File: src/design/ordl_pkg.sv
// shared constants, types and codes for the ordered list core
package ordl_pkg;

	localparam int LIST_DEPTH = 16;
	localparam int LEN_W      = $clog2(LIST_DEPTH + 1);
	localparam int ENTRY_W    = 32;
	localparam int ACTION_W   = 2;
	localparam int POS_W      = 4;
	localparam int STATUS_W   = 2;
	localparam int LENGTH_W   = 5;
	localparam int SEL_W      = 3;

	typedef logic signed [ENTRY_W-1:0] entry_t;
	typedef logic [ACTION_W-1:0] action_t;
	typedef logic [STATUS_W-1:0] status_t;
	typedef logic [LEN_W-1:0] len_t;
	typedef logic [SEL_W-1:0] sel_t;

	localparam action_t ACT_FRONT  = 2'd0;
	localparam action_t ACT_BACK   = 2'd1;
	localparam action_t ACT_DELETE = 2'd2;

	localparam status_t STAT_DONE    = 2'd0;
	localparam status_t STAT_FULL    = 2'd1;
	localparam status_t STAT_MISSING = 2'd2;

	localparam sel_t SEL_HOLD  = 3'd0;
	localparam sel_t SEL_LEFT  = 3'd1;
	localparam sel_t SEL_RIGHT = 3'd2;
	localparam sel_t SEL_WRAP  = 3'd3;
	localparam sel_t SEL_VALUE = 3'd4;

	typedef struct packed {
		sel_t   sel;
		entry_t key;
	} ordl_ctl_t;

endpackage

File: src/design/ordl_if.sv
// command and result channel interfaces
interface ordl_cmd_if;
	logic                  valid;
	logic                  ready;
	ordl_pkg::action_t     action;
	ordl_pkg::entry_t      value;

	modport source (output valid, output action, output value, input ready);
	modport sink (input valid, input action, input value, output ready);
endinterface

interface ordl_res_if;
	logic                          valid;
	logic                          ready;
	ordl_pkg::entry_t              entry;
	logic                          entry_valid;
	logic [ordl_pkg::POS_W-1:0]    position;
	ordl_pkg::status_t             status;
	logic [ordl_pkg::LENGTH_W-1:0] length;
	logic                          last;

	modport source (output valid, output entry, output entry_valid, output position,
		output status, output length, output last, input ready);
	modport sink (input valid, input entry, input entry_valid, input position,
		input status, input length, input last, output ready);
endinterface

File: src/design/ordl_cell.sv
// list cell: holds an entry, loads a neighbor, wrap or key, compares with key
module ordl_cell (
	input  logic                clk,
	input  ordl_pkg::ordl_ctl_t ctl,
	input  ordl_pkg::entry_t    key,
	input  ordl_pkg::entry_t    left,
	input  ordl_pkg::entry_t    right,
	input  ordl_pkg::entry_t    wrap,
	output ordl_pkg::entry_t    data,
	output logic                match
);
	import ordl_pkg::*;

	entry_t data_q;

	always_ff @(posedge clk) begin
		case (ctl.sel)
			SEL_LEFT:  data_q <= left;
			SEL_RIGHT: data_q <= right;
			SEL_WRAP:  data_q <= wrap;
			SEL_VALUE: data_q <= ctl.key;
			default:   data_q <= data_q;
		endcase
	end

	assign data  = data_q;
	assign match = (data_q == key);

endmodule

File: src/design/ordered_list_insert_delete_core.sv
// top level: ordered list held in a chain of cells, streamed after every operation
//
//  channel | dir | handshake    | payload
//  cmd     | in  | valid/ready  | action, value
//  res     | out | valid/ready  | entry, entry_valid, position, status, length, last
//
// an operation is applied to the cell chain as it is accepted, then the list is streamed
// by rotating the chain one cell a cycle: max(length, 1) results per item
// cmd.ready is high only between runs; the output register lets a run end
// while its last result still waits. res.ready low holds the rotation once a result waits
// reset empties the list at once; cell contents need no clearing
module ordered_list_insert_delete_core (
	input  logic       clk,
	input  logic       arst_n,
	ordl_cmd_if.sink   cmd,
	ordl_res_if.source res
);
	import ordl_pkg::*;

	localparam logic ST_IDLE = 1'b0;
	localparam logic ST_RUN  = 1'b1;

	logic      state_q;
	len_t      len_q;
	len_t      cnt_q;
	status_t   stat_q;
	logic      out_valid_q;

	entry_t                  out_entry_q;
	logic                    out_evalid_q;
	logic [POS_W-1:0]        out_pos_q;
	status_t                 out_stat_q;
	logic [LENGTH_W-1:0]     out_len_q;
	logic                    out_last_q;

	entry_t                  cell_data [LIST_DEPTH];
	ordl_ctl_t               ctl [LIST_DEPTH];
	logic [LIST_DEPTH-1:0]   match_raw;
	logic [LIST_DEPTH-1:0]   in_list;
	logic [LIST_DEPTH-1:0]   hit;
	logic [LIST_DEPTH-1:0]   from_hit;

	logic    accept;
	logic    emit;
	logic    rotate;
	logic    full;
	logic    last_d;
	len_t    len_d;
	status_t stat_d;

	genvar g;
	generate
		for (g = 0; g < LIST_DEPTH; g++) begin : g_cell
			entry_t left_w;
			entry_t right_w;
			if (g == 0) begin : g_first
				assign left_w = cmd.value;
			end else begin : g_mid_left
				assign left_w = cell_data[g-1];
			end
			if (g == LIST_DEPTH - 1) begin : g_end
				assign right_w = cell_data[g];
			end else begin : g_mid_right
				assign right_w = cell_data[g+1];
			end
			ordl_cell u_cell (
				.clk   (clk),
				.ctl   (ctl[g]),
				.key   (cmd.value),
				.left  (left_w),
				.right (right_w),
				.wrap  (cell_data[0]),
				.data  (cell_data[g]),
				.match (match_raw[g])
			);
		end
	endgenerate

	always_comb begin
		for (int i = 0; i < LIST_DEPTH; i++) begin
			in_list[i] = (len_t'(i) < len_q);
		end
	end

	// first match onward: lowest set bit and everything above it
	assign hit      = match_raw & in_list;
	assign from_hit = hit | ~(hit - {{(LIST_DEPTH-1){1'b0}}, 1'b1});

	assign accept = cmd.valid && cmd.ready;
	assign emit   = (state_q == ST_RUN) && (!out_valid_q || res.ready);
	assign rotate = emit && (len_q != '0);
	assign full   = (len_q == len_t'(LIST_DEPTH));
	assign last_d = (len_q == '0) || (cnt_q == len_q - len_t'(1));

	always_comb begin
		len_d  = len_q;
		stat_d = STAT_DONE;
		for (int i = 0; i < LIST_DEPTH; i++) begin
			ctl[i].key = cmd.value;
			ctl[i].sel = SEL_HOLD;
		end
		if (accept) begin
			case (cmd.action)
				ACT_FRONT: begin
					if (full) begin
						stat_d = STAT_FULL;
					end else begin
						for (int i = 0; i < LIST_DEPTH; i++) begin
							ctl[i].sel = SEL_LEFT;
						end
						len_d = len_q + len_t'(1);
					end
				end
				ACT_BACK: begin
					if (full) begin
						stat_d = STAT_FULL;
					end else begin
						for (int i = 0; i < LIST_DEPTH; i++) begin
							if (len_t'(i) == len_q) begin
								ctl[i].sel = SEL_VALUE;
							end
						end
						len_d = len_q + len_t'(1);
					end
				end
				ACT_DELETE: begin
					if (hit == '0) begin
						stat_d = STAT_MISSING;
					end else begin
						for (int i = 0; i < LIST_DEPTH; i++) begin
							if (from_hit[i]) begin
								ctl[i].sel = SEL_RIGHT;
							end
						end
						len_d = len_q - len_t'(1);
					end
				end
				default: begin
					stat_d = STAT_DONE;
				end
			endcase
		end else if (rotate) begin
			for (int i = 0; i < LIST_DEPTH; i++) begin
				if (len_t'(i + 1) == len_q) begin
					ctl[i].sel = SEL_WRAP;
				end else if (in_list[i]) begin
					ctl[i].sel = SEL_RIGHT;
				end
			end
		end
	end

	always_ff @(posedge clk or negedge arst_n) begin
		if (!arst_n) begin
			state_q     <= ST_IDLE;
			len_q       <= '0;
			cnt_q       <= '0;
			stat_q      <= STAT_DONE;
			out_valid_q <= 1'b0;
		end else begin
			if (accept) begin
				state_q <= ST_RUN;
				len_q   <= len_d;
				cnt_q   <= '0;
				stat_q  <= stat_d;
			end else if (emit) begin
				cnt_q <= cnt_q + len_t'(1);
				if (last_d) begin
					state_q <= ST_IDLE;
				end
			end
			if (emit) begin
				out_valid_q <= 1'b1;
			end else if (res.ready) begin
				out_valid_q <= 1'b0;
			end
		end
	end

	always_ff @(posedge clk) begin
		if (emit) begin
			out_entry_q  <= (len_q == '0) ? '0 : cell_data[0];
			out_evalid_q <= (len_q != '0);
			out_pos_q    <= POS_W'(cnt_q);
			out_stat_q   <= stat_q;
			out_len_q    <= LENGTH_W'(len_q);
			out_last_q   <= last_d;
		end
	end

	assign cmd.ready       = (state_q == ST_IDLE);
	assign res.valid       = out_valid_q;
	assign res.entry       = out_entry_q;
	assign res.entry_valid = out_evalid_q;
	assign res.position    = out_pos_q;
	assign res.status      = out_stat_q;
	assign res.length      = out_len_q;
	assign res.last        = out_last_q;

endmodule

File: src/flat_wrapper.sv
// flat-port wrapper written by rule: the top's interface ports become plain ports
module ordered_list_insert_delete_core_flat import ordl_pkg::*;
  (clk, arst_n, cmd_valid, cmd_action, cmd_value, cmd_ready, res_valid, res_entry, res_entry_valid, res_position, res_status, res_length, res_last, res_ready);
  ordl_cmd_if cmd_i ();
  ordl_res_if res_i ();
  input  logic clk;
  input  logic arst_n;
  input wire logic [$bits(cmd_i.valid)-1:0] cmd_valid;
  input wire logic [$bits(cmd_i.action)-1:0] cmd_action;
  input wire logic [$bits(cmd_i.value)-1:0] cmd_value;
  output wire logic [$bits(cmd_i.ready)-1:0] cmd_ready;
  output wire logic [$bits(res_i.valid)-1:0] res_valid;
  output wire logic [$bits(res_i.entry)-1:0] res_entry;
  output wire logic [$bits(res_i.entry_valid)-1:0] res_entry_valid;
  output wire logic [$bits(res_i.position)-1:0] res_position;
  output wire logic [$bits(res_i.status)-1:0] res_status;
  output wire logic [$bits(res_i.length)-1:0] res_length;
  output wire logic [$bits(res_i.last)-1:0] res_last;
  input wire logic [$bits(res_i.ready)-1:0] res_ready;
  assign cmd_i.valid = cmd_valid;
  assign cmd_i.action = cmd_action;
  assign cmd_i.value = cmd_value;
  assign cmd_ready = cmd_i.ready;
  assign res_valid = res_i.valid;
  assign res_entry = res_i.entry;
  assign res_entry_valid = res_i.entry_valid;
  assign res_position = res_i.position;
  assign res_status = res_i.status;
  assign res_length = res_i.length;
  assign res_last = res_i.last;
  assign res_i.ready = res_ready;
  ordered_list_insert_delete_core u_core (.clk(clk), .arst_n(arst_n), .cmd(cmd_i), .res(res_i));
endmodule
File: config.mk
export PLATFORM = sky130hd
export DESIGN_NAME = ordered_list_insert_delete_core_flat
export DESIGN_NICKNAME = d
export VERILOG_FILES = /design/src/design/ordl_pkg.sv /design/src/design/ordl_if.sv /design/src/design/ordl_cell.sv /design/src/design/ordered_list_insert_delete_core.sv /design/src/flat_wrapper.sv
export SDC_FILE = /design/constraint.sdc
export NUM_CORES = 2
export LEC_CHECK = 0
export BUFFER_PORTS_ARGS = -buffer_cell sky130_fd_sc_hd__buf_2
export CAP_MARGIN = 20
export CORE_MARGIN = 2
export CORE_UTILIZATION = 29
export CTS_CLUSTER_SIZE = 8
export DETAILED_ROUTE_END_ITERATION = 6
export PLACE_DENSITY_LB_ADDON = 0.15
export SLEW_MARGIN = 20
export SYNTH_ARGS = -nofsm -noshare
export SYNTH_HDL_FRONTEND = slang
export SYNTH_SLANG_ARGS = --single-unit
File: constraint.sdc
create_clock -name clk -period 6.6 [get_ports clk]
set_clock_uncertainty 0.1 [all_clocks]
set_input_delay 1.32 -clock clk [delete_from_list [all_inputs] [get_ports clk]]
set_output_delay 1.32 -clock clk [all_outputs]
set_load 0.01 [all_outputs]
# Word level (Yosys, flattened, before mapping)
# Cells that the tools add are included.
# totals
regBits	571
latchBits	0
mem_bits_rw	0
romBits	0
input_bits	38
memories	0
# classes
n_addsub	4
n_mul	0
div	0
n_lt_le_gt_ge	16
eq_ne	100
shifts	0
muxes	174
n_bitwise	4
n_reduce_logical	35
# ops
operator	count
32-bit one-hot mux with 4 select lines	13
32-bit == test	16
3-bit 2-to-1 mux	96
32-bit one-hot mux with 3 select lines	2
3-bit one-hot mux with 3 select lines	16
3-bit by 2-bit == test with 1-bit output, second input constant	30
2-bit 2-to-1 mux	33
32-bit one-hot mux with 2 select lines	1
4-bit nonzero test	13
3-bit by 1-bit == test with 1-bit output, second input constant	16
3-bit == test, second input constant	16
4-bit by 5-bit == test with 1-bit output, first input constant	8
4-bit by 5-bit < comparator with 1-bit output, first input constant	8
3-bit by 5-bit == test with 1-bit output, first input constant	4
3-bit by 5-bit < comparator with 1-bit output, first input constant	4
5-bit 2-to-1 mux	4
16-bit bitwise AND	1
16-bit zero test	1
16-bit inverter	1
16-bit OR	1
16-bit by 1-bit subtractor with 16-bit output, second input constant	1
5-bit by 1-bit adder with 5-bit output, second input constant	2
2-bit by 5-bit == test with 1-bit output, first input constant	2
1-bit by 5-bit < comparator with 1-bit output, first input constant	2
24 further kinds	42

# Depth between registers and ports, before layout
# depth
depth_word	12
ltp_mapped	15
mapped_depth_nobuf	11

# Modules after synthesis
# From an unflattened synthesis, not the netlist that was laid out.
# unflattened
hier_cells	3411
area_unflattened_um2	39709.3
# modules_own_cells
mod	instances	cells_per_inst	area_each_um2
ordl_cell	16	191	2267.2
ordered_list_insert_delete_core	1	355	3434.5

# Worst setup path after synthesis
# OpenSTA, ideal clock, no wires.
# synth_path
path_kind	input -> register
start	in cmd_value[11]
end	reg u_core.g_cell[10].u_cell.data_q[0] (enable)
arrival_ps	5317
setup_slack_ps	717
path_stages	9
path_buffers	3
cell_sequence	buf_2 buf_2 clkbuf_1 xnor2_1 nand4_1 nor4_1 nor4_1 and3_1 o21ai_0
# synth_between
elab_chain_cells	11
# synth_rtl
item	line_no	rtl
start: declaration	flat_wrapper.sv:10	input wire logic [$bits(cmd_i.value)-1:0] cmd_value;
32-bit == test	ordl_cell.sv:27	assign match = (data_q == key);
16-bit bitwise AND (*)	ordered_list_insert_delete_core.sv:86	assign hit = match_raw & in_list;
16-bit by 1-bit subtractor with 16-bit output	ordered_list_insert_delete_core.sv:87	assign from_hit = hit | ~(hit - {{(LIST_DEPTH-1){1'b0}}, 1'b1});
16-bit inverter	ordered_list_insert_delete_core.sv:87	
16-bit OR	ordered_list_insert_delete_core.sv:87	
2-bit 2-to-1 mux	ordered_list_insert_delete_core.sv:131	if (from_hit[i]) begin
3-bit 2-to-1 mux (*)	ordered_list_insert_delete_core.sv:127	if (hit == '0) begin
3-bit one-hot mux with 3 select lines (*)	ordered_list_insert_delete_core.sv:103	case (cmd.action)
3-bit 2-to-1 mux (*)	ordered_list_insert_delete_core.sv:102	if (accept) begin
3-bit == test (tied with other cells)	ordl_cell.sv:17	case (ctl.sel)
4-bit nonzero test (no source line) (*)	--	
end signal: assignment	ordl_cell.sv:18	SEL_LEFT: data_q <= left;
end signal: assignment	ordl_cell.sv:19	SEL_RIGHT: data_q <= right;
end signal: assignment	ordl_cell.sv:20	SEL_WRAP: data_q <= wrap;
end: declaration	ordl_cell.sv:14	entry_t data_q;
# Mark *: on every way between the ends. The rest lies on a longest branch, timed or not.
# A chain may end at the register's enable or synchronous reset.

# Worst setup path after layout
# layout_path
start	in cmd_value[30]
end	reg u_core.g_cell[9].u_cell.data_q[23] (enable)
# layout_between
elab_chain_cells	11
# layout_rtl
item	line_no
32-bit == test	ordl_cell.sv:27
16-bit bitwise AND (*)	ordered_list_insert_delete_core.sv:86
16-bit by 1-bit subtractor with 16-bit output	ordered_list_insert_delete_core.sv:87
16-bit inverter	ordered_list_insert_delete_core.sv:87
16-bit OR	ordered_list_insert_delete_core.sv:87
2-bit 2-to-1 mux	ordered_list_insert_delete_core.sv:131
3-bit 2-to-1 mux (*)	ordered_list_insert_delete_core.sv:127
3-bit one-hot mux with 3 select lines (*)	ordered_list_insert_delete_core.sv:103
3-bit 2-to-1 mux (*)	ordered_list_insert_delete_core.sv:102
3-bit == test (tied with other cells)	ordl_cell.sv:17
4-bit nonzero test (no source line) (*)	--
end signal: assignment	ordl_cell.sv:18
end signal: assignment	ordl_cell.sv:19
end signal: assignment	ordl_cell.sv:20
end: declaration	ordl_cell.sv:14
# Marked as above.

==> impl_metrics.json <==
{
  "rows": 135,
  "synth_edf_count": 557,
  "nNetsFinal": 4022,
  "viasPerCell": 6.53,
  "dieArea_mm2": 0.139,
  "cp-end-kind": "flop",
  "clock_path_buffers": 3,
  "maxCapViolations": 0,
  "yosys.area_share.simple_pct": 13.9,
  "ant_nets": 0,
  "clock.fmax_mhz": 194,
  "cts-hold-fix-buffers": 0,
  "path_class": "in -> reg",
  "worst_pin_slew_ns": 1.11,
  "antenna_found_initial": 8,
  "syn-num-nets": 4106,
  "cts_tree": "done",
  "hold_viol": 0,
  "vias": 37900,
  "clkLatencyLatePin_ns": 0.72,
  "cp_max_fo": 30,
  "violations": "design-rule violations",
  "drive_above_1_share_pct": 12.6,
  "initial_utilization_pct": 29.2,
  "ir_drop_mv": 0.171,
  "cts_sinks": 571,
  "final_common_cell": "edfxtp_1",
  "cts_resized": 0,
  "synth_top_family_by_area": "compound AO/OA/AOI/OAI gates",
  "min-delay-path-class": "reg -> reg",
  "core_mm2": 0.135,
  "grt_remaining_overflow": 0,
  "maxSlewHeadroom_pct": 26.1,
  "postCtsSetupRepairBufs": 0,
  "die_w_um": 373,
  "cp_slowest_stage_delay_ns": 0.82,
  "wire_per_inst_um": 38.1,
  "die_h_um": 373,
  "synth_ff_type": "edfxtp_1",
  "cts_buffers": 84,
  "clkTransAtPathRegs_ns": 0.05,
  "first_pass_iters": 7,
  "timing.hold.ws_ns": 0.363,
  "areaGrowthSynthToFinish_pct": 12.8,
  "pin_count": 85,
  "dr_wl_met2_um": 90600,
  "hpwl_um": 153000,
  "cpMostUsedCell": "buf_4",
  "run_status": "finished, violations left",
  "drt_iter0_drc": 6226,
  "cp_slowest_cell": "a311oi_2",
  "synth_compound_area_share_pct": 21.3,
  "yosys.area.top_type": "edfxtp_1",
  "grt_max_degree": 66,
  "grtUsageTotal_pct": 30.7,
  "p_total_mw": 16.3,
  "syn_avg_cell_area_um2": 9.71,
  "setup_viol": 0,
  "critPathRequiredTime_ns": 6.90,
  "period_share_pct": 78.1,
  "powerDensity_mw_per_mm2": 366,
  "synth_top_area_share_pct": 42.4,
  "grt_setup_unrepaired": "false",
  "drc_errors": 17,
  "synth_fa_ha_area_share_pct": 0.190,
  "io_buffer_count": 84,
  "min_period_ns": 5.15,
  "syn_inst": 4062,
  "gp_congestion": 0.994,
  "worstPathBufferInverterCount": 4,
  "grt_pass1_wl_um": 302000,
  "htreeDepth": 3,
  "fin_util_pct": 32.9,
  "cp.arrival_ns": 5.45,
  "fin_tns_setup_ns": 0,
  "grt_pass1_vias": 35100,
  "wl_met1_um": 94300,
  "start_kind": "input pin",
  "dr_wl_met3_um": 24300,
  "synthXorXnorAreaFrac_pct": 11.7,
  "top_layer": "met5",
  "crit_chain": "buf_2, buf_4, xor2_1, nor4_1, nand3_1, nor3_1, a311oi_2, a41oi_4, buf_4, or3_1, buf_4",
  "netlist_top_cells_area": "edfxtp_1 (42%), xor2_1 (7.4%), xnor2_1 (4.3%), a22oi_1 (4.1%), a22o_1 (3.2%)",
  "routed_wl_um": 221000,
  "async_flop_share_pct": 2.45,
  "mostFrequentLayoutCells": "edfxtp_1 (557), xor2_1 (332), nand2_1 (283), buf_4 (216), a22oi_1 (212)",
  "leakagePower_nw": 15.3,
  "synthesis.area_mm2": 0.0394,
  "synth_seq_cells": 571,
  "netlist-cell-type-count": 80,
  "cpLargestDelayFamily": "buffers and inverters",
  "muxShareOfSynthArea_pct": 3.35,
  "seq_area_frac_synth_pct": 43.3,
  "yosys_warnings": 0,
  "drv_slew": 0,
  "cts_root_buf": "clkbuf_16"
}
==> cells by family after synthesis <==
logic type / count (synthesis)
AOI/OAI and AO/OA: 1155
xor gates and xnor gates: 526
adders and majority gates: 6
buffers and inverters: 596
DFF: 571
muxes: 128
and+or+nand+nor: 1080
==> metal layers <==
| layer | GRT usage (%) | up-vias |
|---|---|---|
| met5 | 0 | - |
| met4 | 14.6 | 2 |
| met3 | 6.64 | 432 |
| met2 | 43.4 | 2717 |
| met1 | 44.0 | 19300 |
| li1 | - | 15500 |
==> path summary, 6_finish.rpt <==
check | start | endpoint | slack, ns | cells after the start
setup / recovery | cmd_value[30] | u_core.g_cell[9].u_cell.data[23] | 1.45 | 11
hold / removal | u_core.stat_q[0] | u_core.res.status[0] | 0.36 | 0
setup reg to reg | u_core.len_q[0] | u_core.g_cell[11].u_cell.data[25] | 1.82 | 10
hold reg to reg | u_core.stat_q[0] | u_core.res.status[0] | 0.36 | 0
max in group asynchronous | arst_n | u_core.len_q[1] | 5.56 | 1
min in group asynchronous | arst_n | u_core.len_q[0] | 0.48 | 1
==> cells in the mapped netlist, types with 5 or more instances <==
library cell    n
o221ai_1       31
nor3_1        159
a22oi_1       213
buf_2         110
clkbuf_1      321
a31oi_1       163
xnor2_1       194
a22o_1        142
nand2_1       284
o221a_2        11
o21ai_1        37
mux2i_1        97
and3_1         10
a21oi_1       144
nand3_1        99
nor2_1        139
inv_1         115
nand2b_1       10
o211ai_1       96
edfxtp_1      557
and4_1          5
nand4b_1        6
buf_1          24
a222oi_1       64
or3_1          16
o22ai_1         6
or4_1          14
nor2b_1         7
and2_1         40
ha_1            6
buf_6           6
nor4_1        151
o21ai_0       126
buf_4          17
o221a_1        11
dfrtp_1        14
a221o_1        64
a32oi_1        10
nand4_1       114
mux2_2         31
xor2_1        332
==> flip-flops by register name, summed over array words and instances, names as in the netlist <==
name / cells
u_core.res.last: 1
u_core.cnt_q: 5
u_core.res.status: 2
u_core.res.position: 4
u_core.stat_q: 2
u_core.state_q: 1
u_core.res.entry: 32
u_core.res.valid: 1
u_core.res.length: 5
u_core.g_cell.u_cell.data: 512
u_core.len_q: 5
u_core.res.entry_valid: 1
==> power by group <==
group | internal [mW] | total [mW] | switching, mW
clock | 2.37 | 4.18 | 1.81
sequential | 5.39 | 6.97 | 1.58
combinational | 1.68 | 5.17 | 3.49
total | 9.44 | 16.3 | 6.88
==> through the flow <==
| step | setup slack (ns) | cell area [um2] | std cells |
|---|---|---|---|
| 6_report | 1.45 | 44500 | 5803 |
| 5_1_grt | 1.31 | 44500 | 5800 |
| 4_1_cts | 1.70 | 44500 | 5800 |
| 3_5_place_dp | 0.957 | 42200 | 5673 |
| 3_3_place_gp | 0.835 | 42200 | 5673 |
| 2_1_floorplan | 0.717 | 39400 | 4062 |
==> cell type report <==
cell class | count | area (um2)
sequential | 571 | 17100
clock inverter | 10 | 109
antenna | 3 | 7.51
inverter | 118 | 443
multi-input combinational | 2895 | 20200
fill | 13900 | 90800
clock buffer | 117 | 2240
timing repair buffer | 308 | 2200
tap | 1781 | 2230
Power figures use the tool's default switching activity.
